$ cat config.mk
export PLATFORM = sky130hd
export DESIGN_NAME = lprt_regs
export DESIGN_NICKNAME = d
export VERILOG_FILES = /design/src/lprt_pkg.sv /design/src/lprt_regs.sv
export SDC_FILE = /design/constraint.sdc
export NUM_CORES = 1
export LEC_CHECK = 0
export BUFFER_PORTS_ARGS = -buffer_cell sky130_fd_sc_hd__buf_2
export CORE_ASPECT_RATIO = 0.9
export CORE_MARGIN = 4
export CORE_UTILIZATION = 50
export CTS_CLUSTER_DIAMETER = 30
export DETAILED_ROUTE_END_ITERATION = 12
export PLACE_DENSITY = 0.87
export SETUP_SLACK_MARGIN = 0.02
export SYNTH_ARGS = -nofsm -noshare
export SYNTH_HDL_FRONTEND = slang
export SYNTH_SLANG_ARGS = --single-unit
$ cat constraint.sdc
create_clock -name clk_i -period 0.9 [get_ports clk_i]
set_clock_uncertainty 0.1 [all_clocks]
set_input_delay 0.09 -clock clk_i [delete_from_list [all_inputs] [get_ports clk_i]]
set_output_delay 0.09 -clock clk_i [all_outputs]
set_load 0.01 [all_outputs]
$ cat src/lprt_pkg.sv
package lprt_pkg;

  // Field widths
  localparam int PtW      = 32;
  localparam int RotW     = 16;
  localparam int IntW     = 16;
  localparam int CfgIdxW  = 3;
  localparam int CfgDataW = 32;

  // Pipeline depth, from input register to output register
  localparam int NumStg = 5;

  // Round to nearest on a Q.14 drop: add half an LSB, then floor
  localparam int RndSh   = 14;
  localparam int RndBias = 8192;

  // Intensity scaling: floor(n / 255) estimated as (n * 65793) >> 24
  localparam int Recip255 = 65793;
  localparam int IntenMax = 32768;

  // Register map
  typedef enum logic [CfgIdxW-1:0] {
    REG_ROT_W   = 3'd0,
    REG_ROT_X   = 3'd1,
    REG_ROT_Y   = 3'd2,
    REG_ROT_Z   = 3'd3,
    REG_SHIFT_X = 3'd4,
    REG_SHIFT_Y = 3'd5,
    REG_SHIFT_Z = 3'd6
  } cfg_reg_e;

  typedef struct packed {
    logic [RotW-1:0] rot_w;
    logic [RotW-1:0] rot_x;
    logic [RotW-1:0] rot_y;
    logic [RotW-1:0] rot_z;
    logic [PtW-1:0]  shift_x;
    logic [PtW-1:0]  shift_y;
    logic [PtW-1:0]  shift_z;
  } cfg_t;

endpackage

$ cat src/lprt_regs.sv
module lprt_regs import lprt_pkg::*; (
  input  logic                clk_i,
  input  logic                rst_ni,
  input  logic                cfg_we_i,
  input  logic [CfgIdxW-1:0]  cfg_idx_i,
  input  logic [CfgDataW-1:0] cfg_data_i,
  output cfg_t                cfg_o
);

  cfg_t cfg_q;

  // Write one register per beat; unmapped indexes are dropped
  always_ff @(posedge clk_i or negedge rst_ni) begin
    if (!rst_ni) begin
      cfg_q <= '{rot_w: RotW'(16384), default: '0};
    end else if (cfg_we_i) begin
      unique case (cfg_reg_e'(cfg_idx_i))
        REG_ROT_W:   cfg_q.rot_w   <= cfg_data_i[RotW-1:0];
        REG_ROT_X:   cfg_q.rot_x   <= cfg_data_i[RotW-1:0];
        REG_ROT_Y:   cfg_q.rot_y   <= cfg_data_i[RotW-1:0];
        REG_ROT_Z:   cfg_q.rot_z   <= cfg_data_i[RotW-1:0];
        REG_SHIFT_X: cfg_q.shift_x <= cfg_data_i[PtW-1:0];
        REG_SHIFT_Y: cfg_q.shift_y <= cfg_data_i[PtW-1:0];
        REG_SHIFT_Z: cfg_q.shift_z <= cfg_data_i[PtW-1:0];
        default:     cfg_q         <= cfg_q;
      endcase
    end
  end

  assign cfg_o = cfg_q;

endmodule

==> results of run 1 <==
[per-layer routing]
layer / share of wire / vias to the layer above
met5: 0 / -
met4: 0.061 / 0
li1: - / 1984
met2: 0.51 / 306
met3: 0.075 / 105
met1: 0.35 / 2586
[metrics by stage]
stage	hold slack (ns)	cell area (um^2)
after floorplan	-0.306	6400
after global placement	-0.138	7720
after detailed placement	-0.134	7720
after CTS	-0.0165	9990
after global routing	-0.00882	10900
final	-0.0128	10900
[power by group through the flow]
| stage | sequential (uW) | combinational [uW] | clock (uW) |
|---|---|---|---|
| floorplan | 10400 | 1960 | 0 |
| global placement | 9680 | 5070 | 0 |
| detailed placement | 9800 | 5240 | 0 |
| CTS | 9780 | 7080 | 7730 |
| global route | 10400 | 9470 | 8220 |
| finish | 10300 | 9110 | 7890 |
[worst max path at each step]
stage | startpoint | endpoint | slack (ns) | depth (start not counted)
floorplan | cfg_idx_i[1] | cfg_o[144] | -0.50 | 4
global placement | cfg_idx_i[0] | cfg_o[65] | -0.60 | 4
detailed placement | cfg_idx_i[1] | cfg_o[65] | -0.63 | 4
CTS | cfg_o[78] | cfg_o[78] | -0.37 | 2
global route | cfg_o[51] | cfg_o[51] | -0.45 | 1
finish | cfg_o[51] | cfg_o[51] | -0.37 | 1
[Yosys cell counts]
cell / number
nor4b_4: 1
nand4b_1: 2
mux2_1: 5
mux2_2: 145
buf_4: 3
dfstp_2: 1
buf_2: 13
buf_6: 4
nand4b_2: 1
mux2_4: 10
nor4bb_1: 3
dfrtp_1: 159
[what timing repair did]
| item | in CTS | in global routing |
|---|---|---|
| hold endpoints to repair | 320 | 11 |
| endpoints found under the setup margin | 320 | 312 |
| pin swaps | 2 | 4 |
| gates resized for setup | 124 | 145 |
| gates cloned | 10 | 4 |
| buffers inserted | 70 | 66 |
[kinds of logic (layout without fill, tap and decap cells)]
group,count (synthesis),count (layout),share of synthesized area
flops,160,160,0.661
mux,160,160,0.303
other cells,0,1,0
buf+inv,20,406,0.0219
simple gates,7,7,0.0142
[layout make-up]
class	instances	area share
antenna	1	0.000229
timing repair buffer	374	0.339
clock buffer	22	0.0434
tap	156	0.0178
multi-input combinational	167	0.219
sequential	160	0.366
clock inverter	10	0.0144
==> flow_summary.json, run 1 <==
{
  "arrival_ns": 1.08,
  "num_vias": 4981,
  "gr-total-overflow": 0,
  "register_area_um2": 4010,
  "htreeDepth": 4,
  "die_y_um": 112,
  "dp_cells": 702,
  "drive_gt1_frac": 0.733,
  "busiest_layer": "met2",
  "fmaxAchievable_ghz": 0.787,
  "powerDensity_nw_per_um2": 2500,
  "io_pins": 198,
  "rows": 37,
  "worstMarginPinSlew_ns": 0.281,
  "fin_hold_ws_ns": -0.0128,
  "crit_fanout": 2,
  "syn_avg_cell_area_um2": 17.5,
  "gr-usage-met2": 0.555,
  "setup-violations-final": 308,
  "cp_slowest_cell": "dfrtp_1",
  "violations": "hold timing, setup timing",
  "outcome": "complete, but fails checks",
  "crit_type": "reg2out",
  "synthCells": 347,
  "ctsLongestPathBuffers": 2,
  "post-route-period-util": 1.41,
  "finish.utilization": 0.937,
  "globalplace.congestion": 0.778,
  "clock_power_share": 0.289,
  "combinationalPowerShare": 0.334,
  "wl_per_cell_um": 29.6,
  "irDropWorstVdd_mv": 2.08,
  "ys_seq_area_frac": 0.661,
  "yosysTopAreaCell": "dfrtp_1",
  "cts_buffers": 17,
  "hold_path.class": "in2async",
  "firstDrtPassIters": 4,
  "die_area_um2": 14000,
  "io_buffers": 197,
  "coreArea_um2": 11700,
  "tns_ns": -59.23,
  "p_switching_uw": 7950,
  "drt-total-wl_um": 26300,
  "reg2reg_slack_ns": -0.20,
  "areaGrowthSynthToFinish_pct": 80.4,
  "final_cells": 890,
  "antenna_found_initial": 1,
  "vias_per_cell": 5.60,
  "cp-end-kind": "output pin",
  "min_period_ns": 1.27,
  "cap_violations": 0,
  "p_seq_frac": 0.377,
  "grtUsageTotal": 0.313,
  "yosys.area.top_type_share": 0.656,
  "multiInputGateArea_um2": 2400,
  "start_kind": "flip-flop",
  "cpLargestDelayFamily": "flip-flops",
  "start_util": 0.520,
  "nFillCells": 331,
  "layout_commonest_cell": "dfrtp_1",
  "synth_area_um2": 6060,
  "final_cell_mix": "dfrtp_1, buf_6, mux2_4, buf_2, buf_4",
  "cp_cell_sequence": "buf_2",
  "nets": 758,
  "drtIter0Drc": 331,
  "yosys_warnings": 0,
  "clock_latency_ns": 0.42,
  "ys_seq_elements": 160,
  "cts_tree": "done",
  "max_slew_margin": 0.812,
  "drt.antenna.violating_nets": 0,
  "rr_endpoint": "cfg_o[51]",
  "dpl.hpwl_um": 10800,
  "grt_pass1_wl_um": 31800,
  "grt_util_met3": 0.0887,
  "critPathBufInv": 1,
  "max_stage_delay_ns": 0.47,
  "drc": 0,
  "grt_max_degree": 38,
  "synth.area.top_cells": "dfrtp_1, mux2_2, mux2_4",
  "dieWidth_um": 124,
  "cp_data_required_time_ns": 0.71,
  "cts.sinks": 160,
  "power_uw": 27300,
  "rr_startpoint": "cfg_o[51]",
  "hold_viol": 11,
  "p_leak_uw": 0.00550,
  "drv_slew": 0,
  "syn_nets": 385,
  "reg2regPathDepth": 2,
  "clk_pin_slew_worst_paths_ns": 0.07,
  "grt_pass1_vias": 5235,
  "power.internal_uw": 19300,
  "rsz0062_at_grt": "yes",
  "finalWorstSetupSlack_ns": -0.371,
  "switching_share": 0.291,
  "clockRootBuffer": "clkbuf_16",
  "synth.distinct_cells": 12,
  "cts_hold_buf": 33,
  "pre_cts_slack_ns": -0.629,
  "largest_reg_flops": 160,
  "gr-usage-met1": 0.348
}
Note: power is estimated with default switching activity, not from simulation.
==> run 2: changes to the inputs <==
- CELL_PAD_IN_SITES_DETAIL_PLACEMENT: unset -> 0
- CELL_PAD_IN_SITES_GLOBAL_PLACEMENT: unset -> 1
- CORE_UTILIZATION: 50 -> 41
- CTS_CLUSTER_SIZE: unset -> 12
==> run 2 against run 1 <==
The run ends with setup timing left. Maximum frequency is 2.3% higher. Highest routed layer unchanged. Largest power group unchanged. Count of clock-buffer cells in the layout rose by 2. Critical path depth is the same. Hold slack better by 0.051 ns. Largest cell class unchanged.
==> flow_summary.json, run 2 (synthesis gave the netlist of run 1 again) <==
{
  "irDropWorstVdd_mv": 1.96,
  "pre_cts_slack_ns": -0.596,
  "cpLargestDelayFamily": "flip-flops",
  "min_period_ns": 1.24,
  "antenna_found_initial": 0,
  "clk_pin_slew_worst_paths_ns": 0.06,
  "io_pins": 198,
  "firstDrtPassIters": 4,
  "max_slew_margin": 0.802,
  "cp.depth": 1,
  "reg2reg_slack_ns": -0.12,
  "tns_ns": -46.12,
  "cp_data_required_time_ns": 0.71,
  "cp-end-kind": "output pin",
  "rr_startpoint": "cfg_o[126]",
  "grt_pass1_vias": 4680,
  "finalWorstSetupSlack_ns": -0.343,
  "ctsLongestPathBuffers": 2,
  "vias_per_cell": 4.87,
  "htreeDepth": 4,
  "wl_per_cell_um": 21.2,
  "drt.antenna.violating_nets": 0,
  "cts_buffers": 17,
  "violations": "setup timing",
  "start_kind": "flip-flop",
  "drt-total-wl_um": 18900,
  "final_cell_mix": "dfrtp_1, buf_2, buf_6, mux2_4, mux2_2",
  "nets": 726,
  "hold_path.class": "in2async",
  "hold_viol": 0,
  "reg2regPathDepth": 2,
  "outcome": "complete, but fails checks",
  "setup-violations-final": 268,
  "areaGrowthSynthToFinish_pct": 69.0,
  "start_util": 0.425,
  "rsz0062_at_grt": "yes",
  "layout_commonest_cell": "dfrtp_1",
  "dieWidth_um": 136,
  "coreArea_um2": 14300,
  "cap_violations": 0,
  "cts.sinks": 160,
  "cp_cell_sequence": "buf_6",
  "grt_pass1_wl_um": 26400,
  "grt_max_degree": 34,
  "critPathBufInv": 1,
  "fmaxAchievable_ghz": 0.805,
  "die_area_um2": 16800,
  "largest_reg_flops": 160,
  "drc": 0,
  "p_leak_uw": 0.00511,
  "max_stage_delay_ns": 0.54,
  "cts_tree": "done",
  "drive_gt1_frac": 0.720,
  "dpl.hpwl_um": 10900,
  "globalplace.congestion": 0.744,
  "crit_type": "reg2out",
  "rr_endpoint": "cfg_o[126]",
  "num_vias": 4351,
  "cp_slowest_cell": "dfstp_2",
  "diodes": 0,
  "io_buffers": 197,
  "post-route-period-util": 1.38,
  "drv_slew": 0,
  "grtUsageTotal": 0.210,
  "drtIter0Drc": 105,
  "arrival_ns": 1.05,
  "crit_fanout": 2,
  "power_uw": 24400,
  "clockRootBuffer": "clkbuf_16",
  "clock_latency_ns": 0.42,
  "die_y_um": 123,
  "gr-total-overflow": 0,
  "worstMarginPinSlew_ns": 0.296,
  "powerDensity_nw_per_um2": 2380,
  "rows": 41,
  "nFillCells": 891
}
run 2: routing by layer:
metal	part of all wire	wire [um]	GRT usage	vias to the layer above
met1	0.41	7810	0.264	2262
met4	0.017	327	0.0856	0
li1	-	-	-	1916
met3	0.055	1040	0.0570	25
met5	0	0	0	-
met2	0.52	9760	0.346	148
run 2: worst max-delay path by stage:
stage                  from    endpoint  slack, ns
6_report         cfg_o[158]  cfg_o[158]      -0.34
5_1_grt          cfg_o[158]  cfg_o[158]      -0.38
4_1_cts          cfg_o[158]  cfg_o[158]      -0.36
3_5_place_dp   cfg_idx_i[0]   cfg_o[65]      -0.60
3_3_place_gp   cfg_idx_i[0]   cfg_o[65]      -0.57
2_1_floorplan  cfg_idx_i[1]  cfg_o[144]      -0.50
run 2: repair_timing:
item / CTS / global route
setup endpoints to repair: 305 / 306
endpoints found under the hold margin: 320 / 0
setup buffers: 60 / 48
pin swaps: 2 / 4
resized for setup: 97 / 103
hold buffers: 33 / 0
cloned: 3 / 5
run 2: final cells by class:
type                            instances  area [um^2]  area share
Sequential cell                       160         4010       0.391
Timing Repair Buffer                  342         3090       0.302
Multi-Input combinational cell        167         2350       0.229
Clock inverter                          8         55.1     0.00537
Tap cell                              193          241      0.0236
Clock buffer                           24          502      0.0490
run 2: through the flow:
stage	std cells	util	hold slack (ns)	cell area, um^2
floorplan	347	-	-0.306	6400
global placement	741	0.546	-0.112	7780
detailed placement	741	0.546	-0.118	7780
CTS	868	0.675	0.0164	9630
global route	894	0.718	0.0371	10200
finish	894	0.718	0.0383	10200
run 2: report_power, final:
part	internal [uW]	total (uW)	switching, uW
logic	4930	7710	2790
registers	8800	9950	1150
clock network	3890	6730	2840
==> run 3: changes to the inputs <==
- clock period: 0.9 -> 1.35 ns (I/O delays scaled with it)
==> run 3 against run 2 <==
The flow now finishes without violations. Combinational power is 55% lower. Routed wire length decreased by 18%. Via count decreased by 11%. Clock power is 27% lower. Largest power group unchanged. Critical path depth stayed put. Flip-flop and latch count is the same. Critical endpoint unchanged. Final cell count decreased by 10%. Highest routed layer unchanged. Total power fell by 39%. Count of clock-buffer cells in the layout did not move.
==> flow_summary.json, run 3 (synthesis gave the netlist of run 1 again) <==
{
  "endpoint": "cfg_o[158]",
  "globalplace.congestion": 0.820,
  "drc": 0,
  "cp_data_required_time_ns": 1.12,
  "die_area_um2": 16800,
  "start_util": 0.425,
  "power.internal_uw": 10800,
  "nFillCells": 1107,
  "grt_max_degree": 41,
  "drtIter0Drc": 127,
  "critPathBufInv": 1,
  "finish.instance_area_um2": 8630,
  "diodes": 0,
  "rr_endpoint": "cfg_o[158]",
  "final_cell_mix": "buf_2, dfrtp_1, mux2_2, mux2_4, dlygate4sd3_1",
  "dpl-instance-area_um2": 7680,
  "die_y_um": 123,
  "worstMarginPinSlew_ns": 0.386,
  "p_seq_frac": 0.436,
  "irDropWorstVdd_mv": 1.17,
  "antenna_found_initial": 0,
  "crit_start": "cfg_o[158]",
  "hold_path.class": "in2reg",
  "multiInputGateArea_um2": 2150,
  "layout_commonest_cell": "buf_2",
  "rr_startpoint": "cfg_o[158]",
  "coreArea_um2": 14300,
  "crit_type": "reg2out",
  "areaGrowthSynthToFinish_pct": 42.4,
  "drt.antenna.violating_nets": 0,
  "firstDrtPassIters": 4,
  "reg2reg_slack_ns": 0.41,
  "dpl.hpwl_um": 11000,
  "cts.sinks": 160,
  "grt_pass1_wl_um": 24200,
  "cap_violations": 0,
  "cp.depth": 1,
  "post-route-period-util": 0.960,
  "cpLargestDelayFamily": "flip-flops",
  "crit_fanout": 2,
  "nets": 636,
  "max_stage_delay_ns": 0.55,
  "vias_per_cell": 4.82,
  "clk_pin_slew_worst_paths_ns": 0.06,
  "io_pins": 198,
  "reg2regPathDepth": 2,
  "clock_latency_ns": 0.41,
  "fmaxAchievable_ghz": 0.772,
  "cp_slowest_cell": "dfstp_2",
  "drt-total-wl_um": 15600,
  "grt_pass1_vias": 4246,
  "power_uw": 14800,
  "grtUsageTotal": 0.190,
  "dieWidth_um": 136,
  "hold_viol": 0,
  "combinationalPowerShare": 0.232,
  "switching_share": 0.270,
  "clockRootBuffer": "clkbuf_16",
  "cts_tree": "done",
  "drive_gt1_frac": 0.684,
  "start_kind": "flip-flop",
  "outcome": "finished, final reports clean",
  "largest_reg_flops": 160,
  "cp-end-kind": "output pin",
  "powerDensity_nw_per_um2": 1720,
  "cp_cell_sequence": "buf_6",
  "min_period_ns": 1.30,
  "p_leak_uw": 0.00422,
  "drv_slew": 0,
  "io_buffers": 197,
  "cts_buffers": 17,
  "max_slew_margin": 0.742,
  "fin_hold_ws_ns": 0.0190,
  "tns_ns": 0,
  "ctsLongestPathBuffers": 2,
  "num_vias": 3870,
  "htreeDepth": 4,
  "rsz0062_at_grt": "no",
  "clock_power_share": 0.332,
  "wl_per_cell_um": 19.4,
  "setup-violations-final": 0,
  "arrival_ns": 1.06,
  "register_area_um2": 4010,
  "gr-total-overflow": 0,
  "p_switching_uw": 4000,
  "rows": 41
}
-- run 3: area by class of cell --
type	instances	share of cell area
Clock buffer	24	0.0604
Clock inverter	7	0.0112
Multi-Input combinational cell	167	0.249
Sequential cell	160	0.464
Tap cell	193	0.0280
Timing Repair Buffer	252	0.187
-- run 3: worst min path at each step --
| stage | startpoint | endpoint | slack [ns] | depth (start not counted) |
|---|---|---|---|---|
| 2_1_floorplan | rst_ni | cfg_o[0] | -0.26 | 0 |
| 3_3_place_gp | rst_ni | cfg_o[17] | -0.06 | 1 |
| 3_5_place_dp | rst_ni | cfg_o[17] | -0.06 | 1 |
| 4_1_cts | cfg_data_i[15] | cfg_o[79] | 0.0004 | 2 |
| 5_1_grt | cfg_data_i[15] | cfg_o[127] | 0.05 | 2 |
| 6_report | cfg_data_i[15] | cfg_o[159] | 0.02 | 2 |
-- run 3: per-layer routing --
| layer | wire [um] | GRT usage |
|---|---|---|
| met4 | 253 | 0.0674 |
| met1 | 6500 | 0.244 |
| met3 | 971 | 0.0525 |
| met2 | 7880 | 0.312 |
| met5 | 0 | 0 |
-- run 3: what timing repair did --
action,4_1_cts,5_1_grt
setup endpoints to repair,0,1
hold buffers,32,0
endpoints found under the hold margin,311,0
buffers inserted,0,1
gates resized for setup,0,1
-- run 3: through the flow --
stage               setup WS (ns)  instances  utilization
floorplan                 -0.0902        347            -
global placement           -0.250        739        0.539
detailed placement         -0.279        739        0.539
CTS                        0.0201        802        0.604
global route               0.0232        803        0.605
finish                     0.0543        803        0.605
-- run 3: power groups by stage --
stage	clock network [uW]	logic (uW)	registers [uW]
6_report	4910	3440	6450
5_1_grt	5250	3700	6570
4_1_cts	5030	3480	6450
3_5_place_dp	0	3400	6510
3_3_place_gp	0	3310	6470
2_1_floorplan	0	1250	6960
